[src/tcgs_pkg.sv]
package tcgs_pkg;

  localparam int WEIGHT_W = 41;
  localparam int CHAN_W = 16;
  localparam int LEVEL_W = 33;
  localparam int STAGES = 6;
  localparam int ADDR_W = 6;
  localparam int DATA_W = 64;

  localparam logic [63:0] WEIGHT_LIMIT = 64'd1099511627775;
  localparam logic [LEVEL_W-1:0] LEVEL_ONE = 33'h1_0000_0000;

  typedef enum logic [2:0] {
    REG_ROW_ZERO      = 3'd0,
    REG_ROW_ONE       = 3'd1,
    REG_OFFSETS       = 3'd2,
    REG_FIRST_COLOR   = 3'd3,
    REG_SECOND_COLOR  = 3'd4,
    REG_THIRD_COLOR   = 3'd5
  } reg_index_t;

  typedef struct packed {
    logic lead;
    logic trail;
  } step_en_t;

endpackage

[src/tcgs_blend.sv]
module tcgs_blend (
  input  logic                                  clk,
  input  tcgs_pkg::step_en_t                    en,
  input  logic signed [tcgs_pkg::WEIGHT_W-1:0]  tx,
  input  logic signed [tcgs_pkg::WEIGHT_W-1:0]  ty,
  input  logic [tcgs_pkg::CHAN_W-1:0]           c0,
  input  logic [tcgs_pkg::CHAN_W-1:0]           c1,
  input  logic [tcgs_pkg::CHAN_W-1:0]           c2,
  output logic [tcgs_pkg::LEVEL_W-1:0]          level
);

  localparam int DW = tcgs_pkg::CHAN_W + 1;
  localparam int PW = tcgs_pkg::WEIGHT_W + DW;
  localparam int VW = PW + 2;
  localparam logic signed [VW-1:0] V_ONE = $signed(VW'(tcgs_pkg::LEVEL_ONE));

  logic signed [DW-1:0]  d1;
  logic signed [DW-1:0]  d2;
  logic signed [PW-1:0]  p1;
  logic signed [PW-1:0]  p2;
  logic signed [VW-1:0]  base;
  logic signed [VW-1:0]  v;

  assign d1 = $signed({1'b0, c1}) - $signed({1'b0, c0});
  assign d2 = $signed({1'b0, c2}) - $signed({1'b0, c0});

  always_ff @(posedge clk) begin
    if (en.lead) begin
      p1 <= tx * d1;
      p2 <= ty * d2;
    end
  end

  assign base = $signed(VW'({c0, 17'd0}));
  assign v = base + VW'(p1) + VW'(p2);

  always_ff @(posedge clk) begin
    if (en.trail) begin
      if (v < 0) begin
        level <= '0;
      end else if (v > V_ONE) begin
        level <= tcgs_pkg::LEVEL_ONE;
      end else begin
        level <= v[tcgs_pkg::LEVEL_W-1:0];
      end
    end
  end

endmodule

[config.mk]
export PLATFORM = sky130hd
export DESIGN_NAME = tcgs_blend
export DESIGN_NICKNAME = d
export VERILOG_FILES = /design/src/tcgs_pkg.sv /design/src/tcgs_blend.sv
export SDC_FILE = /design/constraint.sdc
export NUM_CORES = 2
export LEC_CHECK = 0
export BUFFER_PORTS_ARGS = -buffer_cell sky130_fd_sc_hd__buf_2
export CAP_MARGIN = 5
export CORE_MARGIN = 4
export CORE_UTILIZATION = 40
export DETAILED_ROUTE_END_ITERATION = 8
export GPL_ROUTABILITY_DRIVEN = 0
export HOLD_SLACK_MARGIN = 0.08
export SETUP_SLACK_MARGIN = 0.15
export SLEW_MARGIN = 10
export SYNTH_ARGS = -nofsm -noshare
export SYNTH_HDL_FRONTEND = slang
export SYNTH_SLANG_ARGS = --single-unit
export TNS_END_PERCENT = 1
[constraint.sdc]
create_clock -name clk -period 16.1 [get_ports clk]
set_input_delay 3.22 -clock clk [delete_from_list [all_inputs] [get_ports clk]]
set_output_delay 3.22 -clock clk [all_outputs]
set_load 0.03 [all_outputs]
==> results.toml <==
[status]
status = "finished, final reports clean"

[die]
ios = 166
die_w_um = 388
coreArea_mm2 = 0.143
start_util = 0.402
rows = 139
die-area_mm2 = 0.150
dieHeight_um = 388

[worst_setup_path]
startpoint = "c0[2]"
crit_top_cell = "fa_1"
crit_slowest_cell = "o31a_1"
crit_path_start_kind = "input port"
path_max_fanout = 27
crit_required_ps = 16300
arrival_ps = 13550
path_class = "in -> reg"
critical-path-max-stage-delay_ps = 730
cp-end-kind = "register"
reg2reg_from = "p1[31]"

[sta]
finalCritPeriodShare = 0.830
fin_setup_tns_ps = 0
hold_viol_final = 0
worst_pin_slew_ps = 1240
rsz0062_at_grt = "false"
slew-limit-headroom = 0.175
fin_skew_ps = 15.3
slew_violations = 0
setup_viol = 0
fmax_mhz = 74.9
final.min_clock_period_ps = 13360

[final_layout]
area_growth_syn_to_layout_pct = 5.70
final_cell_mix = "inv_1, fa_1, nand2_1"
finish.instance_area_mm2 = 0.0609
final_nets = 8289
final_common_cell = "inv_1"
nFillCells = 14297
layout-drive-gt1-share = 0.0495

[cts]
cts_tree = "yes"
cts_root_buf = "clkbuf_16"
cts_buffer_depth = 2
cts_buffers = 17
cts.sinks = 149
clk_latency_ps = 460
postCtsResizedCells = 0
hold_buffers = 0
path_clk_slew_ps = 70
cts_post_setup_buffers_inserted = 0
cts_max_level = 4

[min_path]
hold_path.class = "reg -> reg"
worstHoldStart = "p1[0]"

[detailed_routing]
drc = 0
vias = 43052
viasPerCell = 5.16
first_pass_iters = 5
drt-initial-drc-count = 2864
antenna_left = 0
finalWirelength_mm = 158
post_drt_wl_per_cell_um = 18.9

[place]
dp_hpwl_mm = 126
portBuffers = 165
placed_area_mm2 = 0.0603

[logic_synthesis]
syn-num-nets = 8349
synth_top_family_by_area = "adder cells"
synth.area.mux_share = 0.000911
synth_cell_types = 75
synth-xor-area-share = 0.0273
yosysWarnings = 0
synth.yosys.seq_area_share = 0.0776
yosys.area_share.simple = 0.156
async_flop_share = 0
synth.avg_cell_area_um2 = 8.89
ys.flop_type = "edfxtp_1"
yosys.area_share.adder = 0.549
synth_compound_area_frac = 0.0654
ys_ff_latch = 149
synth.cell_area_mm2 = 0.0577
postSynthCellCount = 6485
synth-edff-count = 149

[run]
cap_violations = 0

[global_route]
grt_pass1_wl_mm = 253
grt.total_usage = 0.213
grt_pass1_vias = 46215
antenna_found_initial = 22
grt_max_degree = 61
overflow = 0
==> critical path: cells and delay by family <==
family / cells / cell delay, ps
AO/OA/AOI/OAI: 17 / 4850
adder cells (fa/ha/maj): 8 / 3610
XOR/XNOR: 1 / 80
AND/OR/NAND/NOR: 5 / 910
buffers and inverters: 6 / 840
==> per-layer routing <==
metal  global-route usage  share of wire  vias to the layer above
met2                0.365           0.49                     1317
met3               0.0217          0.058                      270
met5                    0       0.000076                        -
met1                0.283           0.42                    22341
li1                     -              -                    19122
met4               0.0717          0.037                        2
==> area by class of cell <==
type                            count  area, um^2  area share
Tap cell                         1903        2380      0.0391
Antenna cell                       10        25.0    0.000411
Timing Repair Buffer              202        1110      0.0181
Clock buffer                       17         425     0.00698
Multi-Input combinational cell   4447       46300       0.760
Inverter                         1608        6040      0.0990
Clock inverter                     15         176     0.00289
Sequential cell                   149        4470      0.0734
==> flip-flops by register name (all words and copies together) (netlist names) <==
| name | flops |
|---|---|
| p1 | 58 |
| p2 | 58 |
| level | 33 |
==> logic make-up after synthesis <==
kind of cell / after synthesis
multiplexers: 5
buffers and inverters: 1889
AND/OR/NAND/NOR: 1937
XOR/XNOR: 180
flip-flops: 149
adder cells (fa/ha/maj): 1731
AO/OA/AOI/OAI: 594
==> synthesized netlist by cell type (15+ instances only) <==
cell type	count	share of area
o211ai_1	16	0.0021
nand2_1	1033	0.067
nand4_1	44	0.0048
o21bai_1	23	0.0030
xnor2_1	133	0.020
a21o_1	73	0.0095
nor2b_1	192	0.021
nand2b_1	22	0.0024
a31oi_1	19	0.0021
nor4_1	16	0.0017
a21boi_0	15	0.0020
xor2_1	47	0.0071
nor2_2	19	0.0021
a211oi_1	20	0.0026
and2_1	272	0.030
nand3_1	45	0.0039
a21oi_1	186	0.016
or2_2	19	0.0021
edfxtp_1	149	0.078
and3_1	18	0.0020
o21a_1	26	0.0034
o21ai_0	123	0.011
nor3_1	26	0.0023
fa_1	1331	0.46
ha_1	400	0.087
clkbuf_1	272	0.018
inv_1	1608	0.10
nor2_1	195	0.013
==> path summary, 6_finish.rpt <==
path,end,slack [ps],cells past startpoint
worst max-delay path,p1[50],2740,37
worst min-delay path,level[0],750,3
worst max register to register,level[15],9970,15
worst min register to register,level[0],750,3
==> metrics by stage <==
stage                     setup WS [ps]  hold slack [ps]   util  instances
after floorplan                    4620              661      -       6485
after global placement             2610              728  0.420       8309
after detailed placement           2440              750  0.420       8309
after CTS                          2900              767  0.425       8341
after global routing               2240              800  0.425       8344
final                              2740              753  0.425       8351
Power is not shown: default switching activity piles up to over one toggle a cycle in this logic, so the estimate is an artifact.
